<file path="src/rtl/rv32m_multiply_divide_unit_macros.svh">
// ============================================================================
// RV32M multiply/divide unit assertion macros
// Shared concurrent assertion wrappers; empty when synthesising.
// ============================================================================
`ifndef RV32M_MULTIPLY_DIVIDE_UNIT_MACROS_SVH
`define RV32M_MULTIPLY_DIVIDE_UNIT_MACROS_SVH
`ifndef SYNTHESIS
// Check a property outside reset
`define RMDU_ASSERT(label, clk, rst, prop, msg) \
   label: assert property (@(posedge clk) disable iff (rst) prop) else $error(msg);
// Check a property at every edge, reset included
`define RMDU_ASSERT_ALWAYS(label, clk, prop, msg) \
   label: assert property (@(posedge clk) prop) else $error(msg);
`else
`define RMDU_ASSERT(label, clk, rst, prop, msg)
`define RMDU_ASSERT_ALWAYS(label, clk, prop, msg)
`endif
`endif

</file>
<file path="src/rtl/rmdu_pkg.sv">
// ============================================================================
// RV32M multiply/divide unit package
// Operation codes, decode constants and the pipeline record.
// ============================================================================
`default_nettype none
package rmdu_pkg;

   localparam int unsigned XLEN      = 32;
   localparam int unsigned DIV_STEPS = XLEN;

   localparam logic [XLEN-1:0] OPCODE_MASK  = 32'hfe00007f;
   localparam logic [XLEN-1:0] OPCODE_MATCH = 32'h02000033;
   localparam logic [XLEN-1:0] ALL_ONES     = 32'hffffffff;
   localparam logic [XLEN-1:0] MOST_NEG     = 32'h80000000;

   typedef enum logic [2:0] {
      OP_MUL    = 3'd0,
      OP_MULH   = 3'd1,
      OP_MULHSU = 3'd2,
      OP_MULHU  = 3'd3,
      OP_DIV    = 3'd4,
      OP_DIVU   = 3'd5,
      OP_REM    = 3'd6,
      OP_REMU   = 3'd7
   } op_type;

   // Record carried from stage to stage
   typedef struct packed {
      logic              handled;
      logic              write_enable;
      logic [4:0]        dest_register;
      op_type            op;
      logic              neg_res;
      logic              neg_rem;
      logic              div_zero;
      logic              overflow;
      logic [XLEN-1:0]   raw_a;
      logic [XLEN-1:0]   mag_a;
      logic [XLEN-1:0]   mag_b;
      logic [XLEN-1:0]   quo;
      logic [XLEN-1:0]   rem;
      logic [2*XLEN-1:0] prod;
   } pipe_type;

endpackage
`default_nettype wire

</file>
<file path="src/rtl/rmdu_mul_stage.sv">
// ============================================================================
// RV32M multiply stage
// Forms the unsigned product of the magnitudes and seeds the divider.
// ============================================================================
`default_nettype none
module rmdu_mul_stage import rmdu_pkg::*; (
   input  wire logic     clock,
   input  wire logic     reset,
   input  wire logic     in_valid,
   output      logic     in_ready,
   input  wire pipe_type in_data,
   output      logic     out_valid,
   input  wire logic     out_ready,
   output      pipe_type out_data
);

   logic     valid_ff;
   pipe_type data_ff;
   pipe_type data_in;

   // Multiply and seed the divider registers
   always_comb begin
      data_in      = in_data;
      data_in.prod = {{XLEN{1'b0}}, in_data.mag_a} * {{XLEN{1'b0}}, in_data.mag_b};
      data_in.quo  = in_data.mag_a;
      data_in.rem  = '0;
   end

   assign in_ready = !valid_ff || out_ready;

   always_ff @(posedge clock) begin
      if (reset) begin
         valid_ff <= 1'b0;
      end else if (in_ready) begin
         valid_ff <= in_valid;
      end
   end

   always_ff @(posedge clock) begin
      if (in_ready && in_valid) begin
         data_ff <= data_in;
      end
   end

   assign out_valid = valid_ff;
   assign out_data  = data_ff;

endmodule
`default_nettype wire

</file>
<file path="config.mk">
export PLATFORM = sky130hd
export DESIGN_NAME = rmdu_mul_stage
export DESIGN_NICKNAME = d
export VERILOG_FILES = /design/src/rtl/rv32m_multiply_divide_unit_macros.svh /design/src/rtl/rmdu_pkg.sv /design/src/rtl/rmdu_mul_stage.sv
export SDC_FILE = /design/constraint.sdc
export NUM_CORES = 2
export LEC_CHECK = 0
export BUFFER_PORTS_ARGS = -buffer_cell sky130_fd_sc_hd__buf_2
export CORE_MARGIN = 4
export CORE_UTILIZATION = 50
export DETAILED_ROUTE_END_ITERATION = 8
export GPL_TIMING_DRIVEN = 0
export PLACE_DENSITY_LB_ADDON = 0.2
export SYNTH_ARGS = -nofsm -noshare
export SYNTH_HDL_FRONTEND = slang
export SYNTH_SLANG_ARGS = --single-unit
</file>
<file path="constraint.sdc">
create_clock -name clock -period 6.9 [get_ports clock]
set_input_delay 0.69 -clock clock [delete_from_list [all_inputs] [get_ports clock]]
set_output_delay 0.69 -clock clock [all_outputs]
set_load 0.005 [all_outputs]
</file>
==> results.sh <==
export IMPL_outcome="complete, but fails checks"
export IMPL_violations="negative setup slack"
export IMPL_yosys_cell_types_count=65
export IMPL_fin_nets=5856
export IMPL_initial_core_util=0.504
export IMPL_antenna_found_initial=12
export IMPL_clk_insertion_delay_late_ps=520
export IMPL_holdBufCountCts=0
export IMPL_port_buffers=321
export IMPL_post_route_drc_count=0
export IMPL_fin_crit_ps=7470
export IMPL_numClockSinks=175
export IMPL_cts_tree="done"
export IMPL_die_y_um=287
export IMPL_drive_above_1_share=0.247
export IMPL_viasPerCell=5.39
export IMPL_worstMarginPinSlew_ps=1010
export IMPL_relSlewSlack=0.329
export IMPL_synth_seq_cells=175
export IMPL_gr_usage_all_layers=0.345
export IMPL_synthAdderAreaFrac=0.545
export IMPL_fin_ws_ps=-572
export IMPL_drt_wirelength_per_cell_um=25.1
export IMPL_synth_compound_area_frac=0.0352
export IMPL_synth_top_cell_by_area="fa_1"
export IMPL_worstPathArrival_ps=7800
export IMPL_cp_max_fo=6
export IMPL_synth_top_family_by_area="adder cells"
export IMPL_holdCritPathClass="in -> reg"
export IMPL_htreeDepth=4
export IMPL_synth_mux_area_frac=0
export IMPL_multi_input_area_um2=30700
export IMPL_async_flop_share=0
export IMPL_gp_congestion=1.02
export IMPL_critPathRequiredTime_ps=7230
export IMPL_rsz0062_at_grt="yes"
export IMPL_cp_end_kind="flip-flop"
export IMPL_synthTopCellsByCount="fa_1 (896), inv_1 (868), and2_1 (600)"
export IMPL_cts_inserted_buffers=17
export IMPL_postRouteAntennaNets=0
export IMPL_netlist_area_um2=38900
export IMPL_synth_top_area_frac=0.461
export IMPL_cap_viol_max_count=0
export IMPL_die_w_um=287
export IMPL_synth_edf_count=174
export IMPL_drt_total_wl_um=138000
export IMPL_critPathKind="in -> reg"
export IMPL_yosys_area_share_simple=0.155
export IMPL_cts_path_max_buffers=2
export IMPL_finClkSkew_ps=20.5
export IMPL_dp_hpwl_um=113000
export IMPL_maxSlewViolCount=0
export IMPL_tns_ps=-11040
export IMPL_syn_instance_count=3912
export IMPL_clk_pin_slew_ps=80
export IMPL_vias=29700
export IMPL_hold_viol_final=0
export IMPL_drtPass1Iterations=5
export IMPL_fmax_ghz=0.134
export IMPL_coreArea_um2=77300
export IMPL_ys_top_cells_by_area="fa_1 (46%), edfxtp_1 (13%), and2_1 (9.6%), ha_1 (8.4%), inv_1 (8.4%)"
export IMPL_drt_iter0_markers=2289
export IMPL_synth_flop_cell="edfxtp_1"
export IMPL_grt_pass1_wl_um=205000
export IMPL_dieArea_um2=82400
export IMPL_setup_violations=32
export IMPL_grt_pass1_vias=31800
export IMPL_ys_warn_count=0
export IMPL_yosysMostFrequentCell="fa_1"
export IMPL_period_share=1.08
export IMPL_fill_cells=6483
export IMPL_postSynthAreaPerCell_um2=9.96
export IMPL_grt_max_degree=68
export IMPL_synth_xor_area_frac=0.0137
export IMPL_area_delta_synth_final_pct=23.6
export IMPL_num_rows=102
export IMPL_grt_ovfl_total=0
export IMPL_cts_root_buf="clkbuf_16"
export IMPL_cp_start_kind="input port"
export IMPL_yosysSeqAreaShare=0.135
export IMPL_io_pins=482
export IMPL_regArea_um2=5250
critical path, cell delays in order:
cell       delay [ps]
buf_12            120
clkbuf_16         150
buf_6             140
and2_1            140
fa_1              480
inv_1              50
fa_1              510
fa_2              500
fa_1              550
inv_1              50
fa_1              490
fa_1              440
fa_1              540
fa_1              460
ha_4              300
nand4_1           280
a2111oi_4         340
buf_12            190
buf_6             110
o211ai_4           80
a2111oi_4         300
buf_4             190
buf_4             120
o21ai_2            50
a31oi_1           190
xor2_1            300
what timing repair did:
action                                  CTS  global route
gates resized for setup                 687           291
endpoints found under the setup margin   48            40
gates cloned                              0             2
pin swaps                               113           162
buffers inserted                        117            55
cell usage in the layout, fill, tap and decap left out, types with 22 or more instances in the layout:
master     instances
inv_1            836
fa_1             808
and2_1           549
nand2_1          466
buf_2            280
ha_1             238
buf_4            212
edfxtp_1         174
fa_2              88
clkbuf_16         68
buf_6             64
and2_4            51
a21oi_1           51
clkbuf_8          45
xnor2_1           37
inv_2             34
conb_1            32
buf_8             31
buf_12            25
a21o_1            25
clkbuf_4          24
nor2_1            22
final cells by class:
| type | instances | area share |
|---|---|---|
| timing repair buffer | 496 | 0.0757 |
| tap | 1040 | 0.0270 |
| sequential | 175 | 0.109 |
| multi-input combinational | 2628 | 0.639 |
| inverter | 871 | 0.0680 |
| buffer | 266 | 0.0689 |
| clock inverter | 15 | 0.00364 |
| clock buffer | 17 | 0.00884 |
| antenna | 5 | 0.000260 |
through the flow:
step	area (um^2)	util	instances	setup WS [ps]	hold WS [ps]
detailed placement	42500	0.549	5306	-2610	512
global route	48100	0.622	5510	-696	306
floorplan	39500	-	3943	-224	522
finish	48100	0.622	5513	-572	313
global placement	42400	0.548	5304	-2550	498
CTS	46900	0.606	5453	-704	291
path summary, 6_finish.rpt:
| check | startpoint | to | slack (ps) | cells past startpoint |
|---|---|---|---|---|
| hold / removal | reset | out_valid | 310 | 2 |
| hold reg to reg | out_valid | out_valid | 520 | 2 |
| setup / recovery | in_data[132] | out_data[49] | -570 | 26 |
| setup reg to reg | out_valid | out_data[124] | 5080 | 3 |
sequential cells by signal (all words and copies together) (netlist names):
signal	cells
out_data	174
out_valid	1
metal layers:
| metal | wire, um | vias to the layer above | track usage |
|---|---|---|---|
| met4 | 8210 | 12 | 0.167 |
| li1 | - | 12500 | - |
| met3 | 14000 | 399 | 0.0890 |
| met1 | 51900 | 15300 | 0.438 |
| met5 | 91 | - | 0 |
| met2 | 64000 | 1445 | 0.552 |
cells by family (layout without fill, tap and decap cells):
logic type,count (synthesis),in the layout
other cells,1,37
compound gates,208,208
fa+ha+maj,1159,1159
xor+xnor,61,61
flops,175,175
simple gates,1168,1168
buf+inv,1140,1665
Power is not shown: default switching activity piles up to over one toggle a cycle in this logic, so the estimate is an artifact.
