[src/rtl/rv32m_multiply_divide_unit_macros.svh]
// ============================================================================
// RV32M multiply/divide unit assertion macros
// Shared concurrent assertion wrappers; empty when synthesising.
// ============================================================================
`ifndef RV32M_MULTIPLY_DIVIDE_UNIT_MACROS_SVH
`define RV32M_MULTIPLY_DIVIDE_UNIT_MACROS_SVH
`ifndef SYNTHESIS
// Check a property outside reset
`define RMDU_ASSERT(label, clk, rst, prop, msg) \
   label: assert property (@(posedge clk) disable iff (rst) prop) else $error(msg);
// Check a property at every edge, reset included
`define RMDU_ASSERT_ALWAYS(label, clk, prop, msg) \
   label: assert property (@(posedge clk) prop) else $error(msg);
`else
`define RMDU_ASSERT(label, clk, rst, prop, msg)
`define RMDU_ASSERT_ALWAYS(label, clk, prop, msg)
`endif
`endif

[src/rtl/rmdu_pkg.sv]
// ============================================================================
// RV32M multiply/divide unit package
// Operation codes, decode constants and the pipeline record.
// ============================================================================
`default_nettype none
package rmdu_pkg;

   localparam int unsigned XLEN      = 32;
   localparam int unsigned DIV_STEPS = XLEN;

   localparam logic [XLEN-1:0] OPCODE_MASK  = 32'hfe00007f;
   localparam logic [XLEN-1:0] OPCODE_MATCH = 32'h02000033;
   localparam logic [XLEN-1:0] ALL_ONES     = 32'hffffffff;
   localparam logic [XLEN-1:0] MOST_NEG     = 32'h80000000;

   typedef enum logic [2:0] {
      OP_MUL    = 3'd0,
      OP_MULH   = 3'd1,
      OP_MULHSU = 3'd2,
      OP_MULHU  = 3'd3,
      OP_DIV    = 3'd4,
      OP_DIVU   = 3'd5,
      OP_REM    = 3'd6,
      OP_REMU   = 3'd7
   } op_type;

   // Record carried from stage to stage
   typedef struct packed {
      logic              handled;
      logic              write_enable;
      logic [4:0]        dest_register;
      op_type            op;
      logic              neg_res;
      logic              neg_rem;
      logic              div_zero;
      logic              overflow;
      logic [XLEN-1:0]   raw_a;
      logic [XLEN-1:0]   mag_a;
      logic [XLEN-1:0]   mag_b;
      logic [XLEN-1:0]   quo;
      logic [XLEN-1:0]   rem;
      logic [2*XLEN-1:0] prod;
   } pipe_type;

endpackage
`default_nettype wire

[src/rtl/rmdu_div_step.sv]
// ============================================================================
// RV32M divider step
// One restoring division step: one quotient bit per stage.
// ============================================================================
`default_nettype none
module rmdu_div_step import rmdu_pkg::*; (
   input  wire logic     clock,
   input  wire logic     reset,
   input  wire logic     in_valid,
   output      logic     in_ready,
   input  wire pipe_type in_data,
   output      logic     out_valid,
   input  wire logic     out_ready,
   output      pipe_type out_data
);

   logic     valid_ff;
   pipe_type data_ff;
   pipe_type data_in;

   // Shift in the next dividend bit and subtract when it fits
   always_comb begin
      logic [XLEN:0] rem_sh;
      logic [XLEN:0] diff;
      rem_sh  = {in_data.rem, in_data.quo[XLEN-1]};
      diff    = rem_sh - {1'b0, in_data.mag_b};
      data_in = in_data;
      if (!diff[XLEN]) begin
         data_in.rem = diff[XLEN-1:0];
         data_in.quo = {in_data.quo[XLEN-2:0], 1'b1};
      end else begin
         data_in.rem = rem_sh[XLEN-1:0];
         data_in.quo = {in_data.quo[XLEN-2:0], 1'b0};
      end
   end

   assign in_ready = !valid_ff || out_ready;

   always_ff @(posedge clock) begin
      if (reset) begin
         valid_ff <= 1'b0;
      end else if (in_ready) begin
         valid_ff <= in_valid;
      end
   end

   always_ff @(posedge clock) begin
      if (in_ready && in_valid) begin
         data_ff <= data_in;
      end
   end

   assign out_valid = valid_ff;
   assign out_data  = data_ff;

endmodule
`default_nettype wire

[config.mk]
export PLATFORM = sky130hd
export DESIGN_NAME = rmdu_div_step
export DESIGN_NICKNAME = d
export VERILOG_FILES = /design/src/rtl/rv32m_multiply_divide_unit_macros.svh /design/src/rtl/rmdu_pkg.sv /design/src/rtl/rmdu_div_step.sv
export SDC_FILE = /design/constraint.sdc
export NUM_CORES = 1
export LEC_CHECK = 0
export BUFFER_PORTS_ARGS = -buffer_cell sky130_fd_sc_hd__buf_2
export CAP_MARGIN = 15
export CORE_AREA = 2 2 188 190
export DETAILED_ROUTE_END_ITERATION = 12
export DIE_AREA = 0 0 190 192
export HOLD_SLACK_MARGIN = 0.05
export PLACE_DENSITY = 0.5
export SLEW_MARGIN = 30
export SYNTH_ARGS = -nofsm -noshare
export SYNTH_HDL_FRONTEND = slang
export SYNTH_SLANG_ARGS = --single-unit
[constraint.sdc]
create_clock -name clock -period 15.2 [get_ports clock]
set_input_delay 1.52 -clock clock [delete_from_list [all_inputs] [get_ports clock]]
set_output_delay 1.52 -clock clock [all_outputs]
set_load 0.03 [all_outputs]
==> qor.yml <==
run_status:
  status: "finished clean"
cts:
  htree_levels: 1
  ctsHoldBuffers: 0
  post-cts-setup-buffers: 0
  clk_latency_ns: 0.54
  clk_pin_slew_ns: 0.06
  cts_num_sinks: 239
  cts_root_buf: "clkbuf_16"
  cts_resized: 0
  numCtsBuffers: 27
  cts_tree: "built"
  cts_buffer_depth: 3
sta:
  maxSlewViolCount: 0
  fin_crit_sh_pct: 28.8
  fin_crit_ns: 4.38
  hold_viol_final: 0
  max_freq_ghz: 0.228
  setup_viol: 0
  skew_ns: 0.0107
  rsz0062_at_grt: "false"
  fin_setup_tns_ns: 0
  tightestPinTransition_ns: 0.953
  slew_headroom_pct: 36.4
synthesis:
  synth_nets: 842
  synth_area_leader_cell: "edfxtp_1"
  syn_inst: 567
  synth_area_leaders: "edfxtp_1 (75%), ha_1 (4.2%), mux2_4 (2.7%)"
  ys_types: 60
  synth-main-ff-cell: "edfxtp_1"
  async_flop_share_pct: 0
  synth.cell_area_mm2: 0.00957
  avgSynthCellArea_um2: 16.9
  synth-seq-cells: 239
  synth_top_area_share_pct: 74.7
  yosysSeqAreaShare_pct: 74.9
  synth-edff-count: 238
  ys_warn_count: 0
critical_path:
  start_kind: "input port"
  critPathTopFamily: "compound AO/OA/AOI/OAI gates"
  cp_data_required_time_ns: 15.48
  crit_fanout: 26
  crit_path_end_kind: "flip-flop"
  cp_slowest_cell: "fa_1"
  path_cells: "buf_2, inv_1, ha_1, fa_1, nor2b_1, o31a_1, o21ai_2, a21oi_2, o21bai_2, a311o_1, or2_1, inv_8, mux2_2"
  crit_path_max_incr_delay_ns: 0.41
  cp.arrival_ns: 4.67
  path_buf_inv: 3
  crit_type: "input port to flip-flop"
global_routing:
  grt_pass1_wl_um: 44200
  grt_pass1_vias: 6845
  grt_antenna_before_repair: 8
  grt_max_degree: 73
  grt_overflow_total: 0
  track_usage_pct: 16.4
drt:
  dr.first_iter.drc_count: 346
  wl_per_cell_um: 20.7
  firstDrtPassIters: 5
  antenna_left: 0
  routed_wl_um: 32000
  vias: 6732
  via_per_inst: 4.36
  drc: 0
pwr:
  ir_worst_vdd_mv: 0.120
  p_int_mw: 1.26
  p_seq_share_pct: 45.9
  clkPwrFrac_pct: 36.6
  swShare_pct: 27.1
  total_power_mw: 1.73
  power.leakage_nw: 5.75
  comb_power_share_pct: 17.5
  p_per_area_mw_per_mm2: 130
  switchingPower_mw: 0.468
die:
  die-area_mm2: 0.0365
  ioPinCount: 482
  start_util_pct: 27.9
  chipWidth_um: 190
  fp-row-count: 68
  coreArea_mm2: 0.0343
  fp.dieH_um: 192
finish:
  nets: 1345
  fill_cells: 3296
  syn_to_final_growth_pct: 39.0
  drive_gt1_share_pct: 51.0
place:
  gp_congestion: 0.839
  hpwl_um: 25300
  portBuffers: 481
job:
  max_cap_viol_count: 0
worst_hold_path:
  hold_class: "flip-flop to flip-flop"
-- synthesized netlist by cell type (all sizes together) (4+ instances only) --
cell / number
o31ai: 5
nor3: 8
nor2b: 5
nand4: 5
o21a: 8
mux2: 23
or3: 5
o211ai: 6
xor2: 9
ha: 32
buf: 7
o21ai: 31
nor2: 9
a21o: 6
inv: 46
o21bai: 4
nand3: 5
edfxtp: 238
a21oi: 31
nand2: 28
xnor2: 13
-- final timing paths --
kind	from	end	slack, ns	depth (start not counted)
worst max-delay path	in_data[127]	out_data[71]	10.82	13
worst max register to register	out_valid	out_data[165]	12.21	4
worst min-delay path	out_valid	out_valid	0.54	2
worst min register to register	out_valid	out_valid	0.54	2
-- placed cells by master (no fill, tap or decap), types with 3 or more instances in the layout --
master,synthesis,routed
o31a_1,3,3
edfxtp_1,238,238
inv_1,45,45
o21bai_1,3,3
a21oi_1,30,30
o21a_1,8,8
nand4_1,5,5
nand2b_1,3,3
nor2b_1,5,5
nor3_1,8,8
bufinv_16,0,3
a21o_1,4,4
buf_2,1,481
nand2_1,28,28
ha_1,32,32
clkinv_1,0,8
mux2_2,6,6
clkbuf_1,0,4
mux2_4,17,17
o21ai_0,28,28
nor2_1,9,9
o31ai_1,5,5
clkbuf_16,0,27
xnor2_1,13,13
a211oi_1,3,3
xor2_1,9,9
nand3_1,5,5
or3_1,5,5
o211ai_1,6,6
-- per-stage QoR --
| stage | cells | worst slack (ns) | cell area [um^2] | utilization (%) | hold slack, ns |
|---|---|---|---|---|---|
| detailed placement | 1496 | 10.22 | 12500 | 36.3 | 0.521 |
| floorplan | 567 | 7.27 | 9570 | - | 0.860 |
| global placement | 1496 | 10.30 | 12500 | 36.3 | 0.506 |
| global route | 1543 | 10.65 | 13300 | 38.8 | 0.555 |
| finish | 1545 | 10.82 | 13300 | 38.8 | 0.536 |
| CTS | 1543 | 10.79 | 13300 | 38.8 | 0.530 |
-- power by group through the flow --
stage | Clock, mW | Sequential (mW) | Combinational [mW]
floorplan | 0 | 0.904 | 0.109
global placement | 0 | 0.805 | 0.303
detailed placement | 0 | 0.806 | 0.305
CTS | 0.655 | 0.792 | 0.307
global route | 0.678 | 0.796 | 0.323
finish | 0.632 | 0.792 | 0.302
-- worst min-delay path: stages, from the launching register on --
cell and delay [ns]:
dfxtp_1 0.31, nand2b_1 0.11, a21oi_1 0.07
-- kinds of logic after synthesis --
kind of cell / after synthesis / share of synthesized area, %
fa+ha+maj: 33 / 4.39
mux: 25 / 3.58
simple gates: 81 / 4.30
buf+inv: 56 / 3.12
flops: 239 / 74.9
compound gates: 111 / 7.71
xor+xnor: 22 / 2.01
-- registers in the layout (all words and copies together) (netlist names) --
name       flops
out_data     238
out_valid      1
-- area by class of cell --
class | count | area, um^2 | share of cell area [%]
Timing Repair Buffer | 484 | 2430 | 18.3
Antenna cell | 2 | 5.00 | 0.0376
Tap cell | 455 | 569 | 4.28
Multi-Input combinational cell | 272 | 2110 | 15.8
Inverter | 46 | 180 | 1.35
Sequential cell | 239 | 7170 | 53.8
Clock inverter | 16 | 155 | 1.17
Clock buffer | 31 | 691 | 5.19
-- per-layer routing --
layer | vias up | share of wire (%) | global-route usage [%]
li1 | 3178 | - | -
met1 | 3206 | 38 | 18.6
met2 | 280 | 50 | 28.8
met3 | 56 | 8.9 | 5.50
met4 | 12 | 3.1 | 5.81
met5 | - | 0.20 | 0
Note: power is estimated with default switching activity, not from simulation.
