===== src/rtl/rv32m_multiply_divide_unit_macros.svh =====
// ============================================================================
// RV32M multiply/divide unit assertion macros
// Shared concurrent assertion wrappers; empty when synthesising.
// ============================================================================
`ifndef RV32M_MULTIPLY_DIVIDE_UNIT_MACROS_SVH
`define RV32M_MULTIPLY_DIVIDE_UNIT_MACROS_SVH
`ifndef SYNTHESIS
// Check a property outside reset
`define RMDU_ASSERT(label, clk, rst, prop, msg) \
   label: assert property (@(posedge clk) disable iff (rst) prop) else $error(msg);
// Check a property at every edge, reset included
`define RMDU_ASSERT_ALWAYS(label, clk, prop, msg) \
   label: assert property (@(posedge clk) prop) else $error(msg);
`else
`define RMDU_ASSERT(label, clk, rst, prop, msg)
`define RMDU_ASSERT_ALWAYS(label, clk, prop, msg)
`endif
`endif


===== src/rtl/rmdu_pkg.sv =====
// ============================================================================
// RV32M multiply/divide unit package
// Operation codes, decode constants and the pipeline record.
// ============================================================================
`default_nettype none
package rmdu_pkg;

   localparam int unsigned XLEN      = 32;
   localparam int unsigned DIV_STEPS = XLEN;

   localparam logic [XLEN-1:0] OPCODE_MASK  = 32'hfe00007f;
   localparam logic [XLEN-1:0] OPCODE_MATCH = 32'h02000033;
   localparam logic [XLEN-1:0] ALL_ONES     = 32'hffffffff;
   localparam logic [XLEN-1:0] MOST_NEG     = 32'h80000000;

   typedef enum logic [2:0] {
      OP_MUL    = 3'd0,
      OP_MULH   = 3'd1,
      OP_MULHSU = 3'd2,
      OP_MULHU  = 3'd3,
      OP_DIV    = 3'd4,
      OP_DIVU   = 3'd5,
      OP_REM    = 3'd6,
      OP_REMU   = 3'd7
   } op_type;

   // Record carried from stage to stage
   typedef struct packed {
      logic              handled;
      logic              write_enable;
      logic [4:0]        dest_register;
      op_type            op;
      logic              neg_res;
      logic              neg_rem;
      logic              div_zero;
      logic              overflow;
      logic [XLEN-1:0]   raw_a;
      logic [XLEN-1:0]   mag_a;
      logic [XLEN-1:0]   mag_b;
      logic [XLEN-1:0]   quo;
      logic [XLEN-1:0]   rem;
      logic [2*XLEN-1:0] prod;
   } pipe_type;

endpackage
`default_nettype wire


===== src/rtl/rmdu_decode.sv =====
// ============================================================================
// RV32M decode stage
// Matches the M-extension pattern and prepares operand magnitudes and signs.
// ============================================================================
`default_nettype none
module rmdu_decode import rmdu_pkg::*; (
   input  wire logic            clock,
   input  wire logic            reset,
   input  wire logic            in_valid,
   output      logic            in_ready,
   input  wire logic [XLEN-1:0] instruction,
   input  wire logic [XLEN-1:0] first_operand,
   input  wire logic [XLEN-1:0] second_operand,
   output      logic            out_valid,
   input  wire logic            out_ready,
   output      pipe_type        out_data
);

   logic     valid_ff;
   pipe_type data_ff;
   pipe_type data_in;

   // Work out operation, signs and magnitudes
   always_comb begin
      logic   match;
      op_type op;
      logic   sa;
      logic   sb;
      match = (instruction & OPCODE_MASK) == OPCODE_MATCH;
      op    = op_type'(instruction[14:12]);
      sa    = 1'b0;
      sb    = 1'b0;
      case (op)
         OP_MULH: begin
            sa = first_operand[XLEN-1];
            sb = second_operand[XLEN-1];
         end
         OP_MULHSU: begin
            sa = first_operand[XLEN-1];
         end
         OP_DIV, OP_REM: begin
            sa = first_operand[XLEN-1];
            sb = second_operand[XLEN-1];
         end
         default: begin
            sa = 1'b0;
         end
      endcase
      data_in               = '0;
      data_in.handled       = match;
      data_in.dest_register = match ? instruction[11:7] : 5'd0;
      data_in.write_enable  = match && (instruction[11:7] != 5'd0);
      data_in.op            = op;
      data_in.raw_a         = first_operand;
      data_in.mag_a         = sa ? (XLEN'(0) - first_operand) : first_operand;
      data_in.mag_b         = sb ? (XLEN'(0) - second_operand) : second_operand;
      data_in.div_zero      = second_operand == '0;
      data_in.overflow      = (op == OP_DIV || op == OP_REM) &&
                              first_operand == MOST_NEG && second_operand == ALL_ONES;
      data_in.neg_res       = op[2] ? (sa ^ sb) : (sa ^ sb);
      data_in.neg_rem       = op[2] && sa;
   end

   assign in_ready = !valid_ff || out_ready;

   // Advance valid under control reset
   always_ff @(posedge clock) begin
      if (reset) begin
         valid_ff <= 1'b0;
      end else if (in_ready) begin
         valid_ff <= in_valid;
      end
   end

   // Hold payload until the next transfer
   always_ff @(posedge clock) begin
      if (in_ready && in_valid) begin
         data_ff <= data_in;
      end
   end

   assign out_valid = valid_ff;
   assign out_data  = data_ff;

endmodule
`default_nettype wire


===== config.mk =====
export PLATFORM = sky130hd
export DESIGN_NAME = rmdu_decode
export DESIGN_NICKNAME = d
export VERILOG_FILES = /design/src/rtl/rv32m_multiply_divide_unit_macros.svh /design/src/rtl/rmdu_pkg.sv /design/src/rtl/rmdu_decode.sv
export SDC_FILE = /design/constraint.sdc
export NUM_CORES = 1
export LEC_CHECK = 0
export BUFFER_PORTS_ARGS = -buffer_cell sky130_fd_sc_hd__buf_2
export CORE_MARGIN = 8
export CORE_UTILIZATION = 45
export DETAILED_ROUTE_END_ITERATION = 6
export GPL_TIMING_DRIVEN = 0
export PLACE_DENSITY = 0.89
export SKIP_LAST_GASP = 1
export SYNTH_ARGS = -nofsm -noshare
export SYNTH_HDL_FRONTEND = slang
export SYNTH_SLANG_ARGS = --single-unit

===== constraint.sdc =====
create_clock -name clock -period 4.6 [get_ports clock]
set_clock_uncertainty 0.2 [all_clocks]
set_input_delay 0.46 -clock clock [delete_from_list [all_inputs] [get_ports clock]]
set_output_delay 0.46 -clock clock [all_outputs]
set_load 0.03 [all_outputs]

==> results.cfg <==
[placement]
io_buffers = 200
hpwlAfterDp_um = 13000
gp_congestion = 0.890
dp_slack_ns = 1.55
dp_cells = 1000

[setup_path]
worst_setup_path_start_kind = primary input
critPathMaxFanout = 5
cp.required_ns = 4.50
r2r-start = out_valid$_SDFFE_PP0N_
end_kind = flip-flop
crit_arrival_ns = 2.68
reg2reg_depth = 3
path_class = primary input to flip-flop
ff2ff_setup_slack_ns = 2.57
reg2reg_to = out_data[232]$_SDFFCE_PN0P_

[sta]
clock.fmax_mhz = 359
rsz0062_at_grt = no
finalSetupTns_ns = 0
final-max-slew-violation-count = 0
worstMarginPinSlew_ns = 1.05
slew-limit-headroom_pct = 29.4
setup_viol = 0
fin_ws_ns = 1.81
hold_viol = 0
fin_crit_sh_pct = 60.6
min_period_ns = 2.79

[synthesis]
yosys.area.top_type = edfxtp_1
synth_simple_gate_area_share_pct = 11.2
synth_top_family_by_area = buffers and inverters
synth_cell_types = 38
synthTopCellsByArea = edfxtp_1 55%, buf_4 16%, xnor2_1 4.9%, xor2_1 3.7%, nor2_1 1.6%
synthAdderAreaFrac_pct = 0.632
yosys_warnings = 0
synthXorXnorAreaFrac_pct = 8.55
ys_seq_elements = 110
synth.yosys.seq_area_share_pct = 55.4
synth_edf_count = 109
yosys_most_used_dff = edfxtp_1
muxShareOfSynthArea_pct = 0
syn_area_um2 = 5940
yosysTopAreaCellShare_pct = 55.1
synth_cells = 496
async_reset_ff_share_pct = 0
syn_area_per_cell_um2 = 12.0
synth_compound_area_share_pct = 6.46

[routing]
wire_per_inst_um = 15.9
drc = 0
drt-total-wl_um = 16100
route.vias.total = 4652
detail_route.vias_per_cell = 4.58
drtIter0Drc = 422
antenna_left = 0
dr.pass1.iters = 5

[clock_network]
root_buffer = clkbuf_16
cts_hold_buf = 0
cts_tree = done
numCtsBuffers = 9
clockBufferDepth = 2
clock-sinks = 110
clkTransAtPathRegs_ns = 0.08
cts-resized-gates = 0
htree_levels = 3
worstSkewPairLatency_ns = 0.34
cts_setup_buffers = 0

[floorplan]
io_pins = 340
fp.dieH_um = 131
fp.dieArea_um2 = 17100
die_x_um = 131
row_count = 42
coreArea_um2 = 13100
start_util_pct = 45.4

[job]
maxCapViolCount = 0

[pwr]
p_leak_nw = 3.68
p_sw_share_pct = 30.7
intPower_mw = 1.88
clock_power_share_pct = 31.0
pwr_density_cell_nw_per_um2 = 340
irDropWorstVdd_v = 0.000171
seq_power_share_pct = 44.7
comb_power_share_pct = 24.3
power_switching_uw = 836

[status]
status = finished, final reports clean

[global_routing]
track_usage_pct = 18.1
grt_pass1_vias = 4609
grt_max_degree = 66
grt_pass1_wl_um = 23600
grt_remaining_overflow = 0
antenna_found_initial = 0

[final_layout]
fin_cells = 1016
final_util_pct = 61.1
drive_gt1_share_pct = 43.1
nFillCells = 1029
n_antenna_cell = 0
syn_to_final_growth_pct = 34.5
final_nets = 938

[hold_path]
min_from = reset
holdPathEnd = out_valid$_SDFFE_PP0N_
hold_depth = 2
hp-class = primary input to flip-flop
## cell usage after synthesis (10+ instances only)
master and number:
nor2_1 25, o21ai_0 15, edfxtp_1 109, xnor2_1 33, buf_4 130, clkbuf_1 10
nand2_1 13, nor3_1 11, a31oi_1 14, nand4_1 10, xor2_1 25
## cell usage in the layout (no fill, tap or decap), types with 8 or more instances in the layout
| cell | count |
|---|---|
| a31oi_1 | 14 |
| and2_1 | 8 |
| buf_2 | 201 |
| buf_4 | 130 |
| clkbuf_1 | 10 |
| clkbuf_16 | 9 |
| conb_1 | 128 |
| edfxtp_1 | 109 |
| inv_1 | 9 |
| nand2_1 | 13 |
| nand4_1 | 10 |
| nor2_1 | 25 |
| nor3_1 | 11 |
| o21ai_0 | 15 |
| o31ai_1 | 8 |
| or4_1 | 8 |
| xnor2_1 | 33 |
| xor2_1 | 25 |
## how the worst max path moves through the flow
stage	startpoint	to	slack, ns	cells after the start
CTS	first_operand[1]	out_data[182]$_DFFE_PP_	1.81	7
detailed placement	first_operand[1]	out_data[182]$_DFFE_PP_	1.55	7
global placement	out_ready	out_data[237]$_DFFE_PP_	-0.18	3
finish	first_operand[1]	out_data[182]$_DFFE_PP_	1.81	7
floorplan	out_ready	out_data[128]$_DFFE_PP_	0.56	2
global route	first_operand[1]	out_data[182]$_DFFE_PP_	1.75	7
## metal layers
metal	share of wire [%]	GRT usage [%]	vias to the layer above
met5	0	0	-
li1	-	-	2208
met2	52	32.5	299
met4	3.0	8.78	0
met1	33	18.5	2108
met3	12	6.21	37
## final cells by class
type	count	area (um2)	area share, %
tap	176	220	2.76
clock inverter	7	104	1.30
inverter	9	33.8	0.423
clock buffer	9	225	2.82
sequential	110	3290	41.2
multi-input combinational	363	2080	26.0
buffer	141	1020	12.7
timing repair buffer	201	1020	12.8
## sequential cells by signal, summed over array words and instances (netlist names)
signal     flops
out_valid      1
out_data     109
## kinds of logic (layout without fill, tap and decap cells)
family,count (synthesis),after routing
flip-flops,110,110
buffers and inverters,150,367
other,1,128
AND/OR/NAND/NOR,116,116
adder cells (fa/ha/maj),3,3
XOR/XNOR,58,58
AO/OA/AOI/OAI,58,58
## worst max-delay path, cell delays in order
cell,delay (ns)
buf_2,0.13
inv_1,0.07
ha_1,0.15
or3b_2,0.51
nor4_1,0.92
a31oi_1,0.24
xor2_1,0.21
## power by group through the flow
| stage | Combinational (mW) | Sequential (mW) | Clock [mW] |
|---|---|---|---|
| 2_1_floorplan | 0.332 | 1.39 | 0 |
| 3_3_place_gp | 0.640 | 1.24 | 0 |
| 3_5_place_dp | 0.651 | 1.24 | 0 |
| 4_1_cts | 0.654 | 1.21 | 0.852 |
| 5_1_grt | 0.704 | 1.22 | 0.889 |
| 6_report | 0.661 | 1.21 | 0.843 |
## through the flow
| step | cell area [um2] | hold slack [ns] | power, mW |
|---|---|---|---|
| 3_5_place_dp | 7660 | 0.322 | 1.89 |
| 6_report | 7990 | 0.0616 | 2.72 |
| 5_1_grt | 7990 | 0.0624 | 2.81 |
| 2_1_floorplan | 6420 | 0.329 | 1.72 |
| 3_3_place_gp | 7640 | 0.294 | 1.88 |
| 4_1_cts | 7990 | 0.0497 | 2.72 |
Power figures use the tool's default switching activity.
