## config.mk

```make
export PLATFORM = sky130hd
export DESIGN_NAME = rmdu_finish
export DESIGN_NICKNAME = d
export VERILOG_FILES = /design/src/rtl/rv32m_multiply_divide_unit_macros.svh /design/src/rtl/rmdu_pkg.sv /design/src/rtl/rmdu_finish.sv
export SDC_FILE = /design/constraint.sdc
export NUM_CORES = 1
export LEC_CHECK = 0
export BUFFER_PORTS_ARGS = -buffer_cell sky130_fd_sc_hd__buf_2
export CAP_MARGIN = 30
export CORE_MARGIN = 2
export CORE_UTILIZATION = 40
export CTS_BUF_LIST = sky130_fd_sc_hd__clkbuf_8
export DETAILED_ROUTE_END_ITERATION = 8
export GPL_TIMING_DRIVEN = 0
export HOLD_SLACK_MARGIN = 0.12
export PLACE_DENSITY_LB_ADDON = 0.05
export SYNTH_ARGS = -nofsm -noshare
export SYNTH_HDL_FRONTEND = slang
export SYNTH_SLANG_ARGS = --single-unit
```

## constraint.sdc

```tcl
create_clock -name clock -period 3 [get_ports clock]
set_input_delay 0.15 -clock clock [delete_from_list [all_inputs] [get_ports clock]]
set_output_delay 0.15 -clock clock [all_outputs]
set_load 0.01 [all_outputs]
```

## src/rtl/rv32m_multiply_divide_unit_macros.svh

```systemverilog
// ============================================================================
// RV32M multiply/divide unit assertion macros
// Shared concurrent assertion wrappers; empty when synthesising.
// ============================================================================
`ifndef RV32M_MULTIPLY_DIVIDE_UNIT_MACROS_SVH
`define RV32M_MULTIPLY_DIVIDE_UNIT_MACROS_SVH
`ifndef SYNTHESIS
// Check a property outside reset
`define RMDU_ASSERT(label, clk, rst, prop, msg) \
   label: assert property (@(posedge clk) disable iff (rst) prop) else $error(msg);
// Check a property at every edge, reset included
`define RMDU_ASSERT_ALWAYS(label, clk, prop, msg) \
   label: assert property (@(posedge clk) prop) else $error(msg);
`else
`define RMDU_ASSERT(label, clk, rst, prop, msg)
`define RMDU_ASSERT_ALWAYS(label, clk, prop, msg)
`endif
`endif

```

## src/rtl/rmdu_pkg.sv

```systemverilog
// ============================================================================
// RV32M multiply/divide unit package
// Operation codes, decode constants and the pipeline record.
// ============================================================================
`default_nettype none
package rmdu_pkg;

   localparam int unsigned XLEN      = 32;
   localparam int unsigned DIV_STEPS = XLEN;

   localparam logic [XLEN-1:0] OPCODE_MASK  = 32'hfe00007f;
   localparam logic [XLEN-1:0] OPCODE_MATCH = 32'h02000033;
   localparam logic [XLEN-1:0] ALL_ONES     = 32'hffffffff;
   localparam logic [XLEN-1:0] MOST_NEG     = 32'h80000000;

   typedef enum logic [2:0] {
      OP_MUL    = 3'd0,
      OP_MULH   = 3'd1,
      OP_MULHSU = 3'd2,
      OP_MULHU  = 3'd3,
      OP_DIV    = 3'd4,
      OP_DIVU   = 3'd5,
      OP_REM    = 3'd6,
      OP_REMU   = 3'd7
   } op_type;

   // Record carried from stage to stage
   typedef struct packed {
      logic              handled;
      logic              write_enable;
      logic [4:0]        dest_register;
      op_type            op;
      logic              neg_res;
      logic              neg_rem;
      logic              div_zero;
      logic              overflow;
      logic [XLEN-1:0]   raw_a;
      logic [XLEN-1:0]   mag_a;
      logic [XLEN-1:0]   mag_b;
      logic [XLEN-1:0]   quo;
      logic [XLEN-1:0]   rem;
      logic [2*XLEN-1:0] prod;
   } pipe_type;

endpackage
`default_nettype wire

```

## src/rtl/rmdu_finish.sv

```systemverilog
// ============================================================================
// RV32M result stage
// Applies signs and special cases and holds the result for transfer.
// ============================================================================
`default_nettype none
module rmdu_finish import rmdu_pkg::*; (
   input  wire logic            clock,
   input  wire logic            reset,
   input  wire logic            in_valid,
   output      logic            in_ready,
   input  wire pipe_type        in_data,
   output      logic            out_valid,
   input  wire logic            out_ready,
   output      logic            handled,
   output      logic            write_enable,
   output      logic [4:0]      dest_register,
   output      logic [XLEN-1:0] write_value
);

   logic            valid_ff;
   logic            handled_ff;
   logic            write_enable_ff;
   logic [4:0]      dest_register_ff;
   logic [XLEN-1:0] write_value_ff;
   logic [XLEN-1:0] value_in;

   // Select the final value
   always_comb begin
      logic [2*XLEN-1:0] prod;
      prod = in_data.neg_res ? ((2*XLEN)'(0) - in_data.prod) : in_data.prod;
      if (!in_data.op[2]) begin
         value_in = (in_data.op == OP_MUL) ? prod[XLEN-1:0] : prod[2*XLEN-1:XLEN];
      end else if (in_data.div_zero) begin
         value_in = in_data.op[1] ? in_data.raw_a : ALL_ONES;
      end else if (in_data.overflow) begin
         value_in = in_data.op[1] ? '0 : MOST_NEG;
      end else if (in_data.op[1]) begin
         value_in = in_data.neg_rem ? (XLEN'(0) - in_data.rem) : in_data.rem;
      end else begin
         value_in = in_data.neg_res ? (XLEN'(0) - in_data.quo) : in_data.quo;
      end
      if (!in_data.handled) begin
         value_in = '0;
      end
   end

   assign in_ready = !valid_ff || out_ready;

   always_ff @(posedge clock) begin
      if (reset) begin
         valid_ff <= 1'b0;
      end else if (in_ready) begin
         valid_ff <= in_valid;
      end
   end

   always_ff @(posedge clock) begin
      if (in_ready && in_valid) begin
         handled_ff       <= in_data.handled;
         write_enable_ff  <= in_data.write_enable;
         dest_register_ff <= in_data.dest_register;
         write_value_ff   <= value_in;
      end
   end

   assign out_valid     = valid_ff;
   assign handled       = handled_ff;
   assign write_enable  = write_enable_ff;
   assign dest_register = dest_register_ff;
   assign write_value   = write_value_ff;

endmodule
`default_nettype wire

```

==> run metrics <==
vias in the first global route=6,451; Max-slew headroom=33.7%; Detail Placement HPWL=21,300 um; crit-path leading delay family=simple AND/OR/NAND/NOR gates; Post-route DRC=0; Clock Skew=6.79 ps; maxcap violations=0; initial antenna violation count=0; Data required, critical path=3020 ps; cells along the critical path=buf_2 > or4_1 > nor3_1 > nand4_1 > or3_1 > o31ai_1 > xor2_1 > a211oi_1; Starting Density=41.2%; status=finished clean; num rows=42; sw frac=39.1%; Vias/cell=6.28; initial DRC count=919; Power Dens Cells=268 nW/um^2; WL/cell=23.2 um; Post-synth EDFFs=39; Internal=1150 uW; PortBufs=218; share of flip-flops with an asynchronous set or reset=0%; Worst Path Arrival=3000 ps; CP Capture Type=flop; reg2reg start=out_valid$_SDFFE_PP0N_; HP Start=in_data[217]; RSZ-0062 raised after global routing=no; Worst Setup Slack, final=24.8 ps; Synth Cell Area=5500 um^2; Die Y=121 um; Die W=121 um; syn_area_per_cell=7.74 um^2; placed insts=1,105; Worst Path Max Fanout=5; Comb pwr share=45.5%; num ports=283; syn nets=956; Area after DPL=6820 um^2; vias=7,061; final hold vios=0; pre-CTS setup slack=-817 ps; # diodes=0; startpoint types=input pin; clock sink count=40; total CTS buffers=5; root buffer cell=clkbuf_8; CP Class=input pin to flop; static leakage=0.00270 uW; final setup TNS=0 ps; worst slew pin tran=986 ps; antenna viol nets, final=0; gr ovfl total=0; Most used DFF post-synth=edfxtp_1; Worst Hold Class=input pin to flop; Net Sw Power=741 uW; maximum number of pins on one net before global-route repair=40; Worst-Skew Late Latency=300 ps; final setup fails=0; layout cells sized above 1=27.6%; routed wire length=26,100 um; CTS H-Tree Depth=2; fin. max-slew vios=0; TritonCTS clock tree=done; Critical Path Source=in_data[20]; Synth Instances=711; Reg area=1190 um^2; peak supply drop=0.000160 V; post-route cell area=7080 um^2; sequential share of the synthesized area=21.6%; clk buf depth=2; f_max=336 MHz; critical path's largest stage delay=560 ps; Bufs and invs on worst path=1; GRT Overall Usage=34.4%; register bit total from synthesis=40; Flop pwr share=35.8%; area of the multi-input gates=4140 um^2; Layout area overhead=28.6%; DR pass1 iterations=5; gpl congestion=1.01; Core Area=13,300 um^2; final non-filler cell total=1,125; Final period util=99.2%; fin nets=1,193; Reg clk slew, reported paths=80 ps; Critical Path Slowest Stage Cell=or4_1; global-route wire length before repair=37,900 um; final worst path period need=2980 ps; clock share of power=18.8%; Cell variety after synth=65; # fillers=1,369; die area=14,700 um^2; Synthesis Warnings=0
## kinds of logic (layout without fill, tap and decap cells)
kind of cell	count (synthesis)	after routing	share of synthesized area (%)
AND/OR/NAND/NOR	254	254	24.2
AO/OA/AOI/OAI	235	235	28.9
XOR/XNOR	109	109	17.3
buffers and inverters	54	292	4.23
flip-flops	40	40	21.6
multiplexers	16	16	3.00
adder cells (fa/ha/maj)	3	3	0.682
## tightest hold or removal path: cells and delay by family
kind                   cells  cell delay (ps)
and+or+nand+nor            1               80
AOI/OAI and AO/OA          1              100
buffers and inverters      1               80
## path summary, 6_finish.rpt
kind                                                      end  slack (ps)  cells past startpoint
worst min-delay path            write_value[25]$_SDFFCE_PN0P_         220                      3
worst min register to register         out_valid$_SDFFE_PP0N_        1090                      3
worst max register to register  write_value[23]$_SDFFCE_PN0P_        1450                      2
worst max-delay path            write_value[12]$_SDFFCE_PN0P_          20                      8
## cells in the mapped netlist (2+ instances only)
| library cell | n | share of area [%] |
|---|---|---|
| mux2_2 | 4 | 0.82 |
| inv_1 | 13 | 0.89 |
| clkbuf_1 | 33 | 2.3 |
| o41ai_1 | 18 | 2.9 |
| nand4_1 | 9 | 1.0 |
| ha_1 | 3 | 0.68 |
| o211ai_1 | 11 | 1.5 |
| o2111ai_1 | 5 | 0.80 |
| a2111oi_0 | 4 | 0.64 |
| o221ai_1 | 7 | 1.1 |
| xnor2_1 | 49 | 7.8 |
| nand4b_1 | 2 | 0.32 |
| nor4b_1 | 2 | 0.32 |
| buf_1 | 2 | 0.14 |
| o21ai_0 | 72 | 6.5 |
| nand2b_1 | 9 | 1.0 |
| nand3_1 | 12 | 1.1 |
| xor2_1 | 60 | 9.5 |
| or4_4 | 3 | 0.61 |
| o22ai_1 | 4 | 0.45 |
| nor2b_1 | 2 | 0.23 |
| a221oi_1 | 8 | 1.3 |
| a31oi_1 | 3 | 0.34 |
| nor4_1 | 15 | 1.7 |
| nor3_1 | 23 | 2.1 |
| or2_2 | 8 | 0.91 |
| nand2_1 | 66 | 4.5 |
| nor2_1 | 53 | 3.6 |
| and2_1 | 4 | 0.45 |
| and4_1 | 2 | 0.32 |
| nor3b_1 | 2 | 0.27 |
| or3_1 | 15 | 1.7 |
| buf_6 | 3 | 0.61 |
| a21oi_1 | 36 | 3.3 |
| o2111a_1 | 2 | 0.41 |
| or4_1 | 19 | 2.6 |
| a211oi_1 | 15 | 2.0 |
| o31ai_1 | 36 | 4.9 |
| mux2i_1 | 12 | 2.2 |
| edfxtp_1 | 39 | 21 |
| o31a_1 | 2 | 0.32 |
## sequential cells by signal, indices dropped and copies added (netlist names)
name	cells
write_enable	1
dest_register	5
out_valid	1
write_value	32
handled	1
## repair_timing
action | CTS | global route
buffers inserted | 0 | 3
hold buffers | 9 | 0
hold endpoints to repair | 8 | 0
setup endpoints to repair | 2 | 9
gates cloned | 0 | 0
pin swaps | 0 | 1
gates resized for setup | 6 | 6
## metal layers
metal,routed length [um],vias to the layer above,GRT usage (%)
met3,2800,60,6.91
met5,0,-,0
met4,957,0,12.1
met2,11300,453,52.4
met1,11100,3331,48.3
li1,-,3217,-
## cell usage in the layout (no fill, tap or decap), types with 4 or more instances in the layout
cell type / Yosys / routed
o41ai_1: 18 / 18
nor3_1: 23 / 22
nand4_1: 9 / 9
nor2_1: 53 / 53
or2_2: 8 / 8
inv_1: 13 / 14
xnor2_1: 49 / 49
nand3_1: 12 / 11
a211oi_1: 15 / 15
o21ai_0: 72 / 72
xor2_1: 60 / 60
or3_1: 15 / 15
o221ai_1: 7 / 7
o31ai_1: 36 / 36
a21oi_1: 36 / 36
mux2i_1: 12 / 12
dlygate4sd3_1: 0 / 9
o22ai_1: 4 / 4
edfxtp_1: 39 / 39
nor4_1: 15 / 11
clkbuf_8: 0 / 5
a221oi_1: 8 / 8
o211ai_1: 11 / 11
clkbuf_1: 33 / 33
mux2_2: 4 / 4
or4_1: 19 / 19
buf_2: 1 / 219
nand2b_1: 9 / 9
o2111ai_1: 5 / 5
nand2_1: 66 / 66
## layout make-up
| type | count | area share [%] |
|---|---|---|
| flip-flops and latches | 40 | 16.8 |
| well taps | 176 | 3.11 |
| clock inverters | 3 | 0.230 |
| inverters | 13 | 0.690 |
| clock buffers | 5 | 0.972 |
| multi-input cells | 617 | 58.6 |
| plain buffers | 41 | 2.60 |
| repair buffers | 230 | 17.0 |
## metrics by stage
stage,total power (uW),util [%],hold slack [ps]
after floorplan,1110,-,219
after global placement,1500,51.0,307
after detailed placement,1510,51.1,322
after CTS,1870,52.6,216
after global routing,1980,53.0,252
final,1900,53.0,224
## power by group through the flow
stage | logic, uW | clock network [uW] | registers, uW
after floorplan | 389 | 0 | 717
after global placement | 815 | 0 | 690
after detailed placement | 822 | 0 | 691
after CTS | 837 | 358 | 678
after global routing | 922 | 372 | 682
final | 862 | 355 | 678
(Power assumes the default switching activity.)
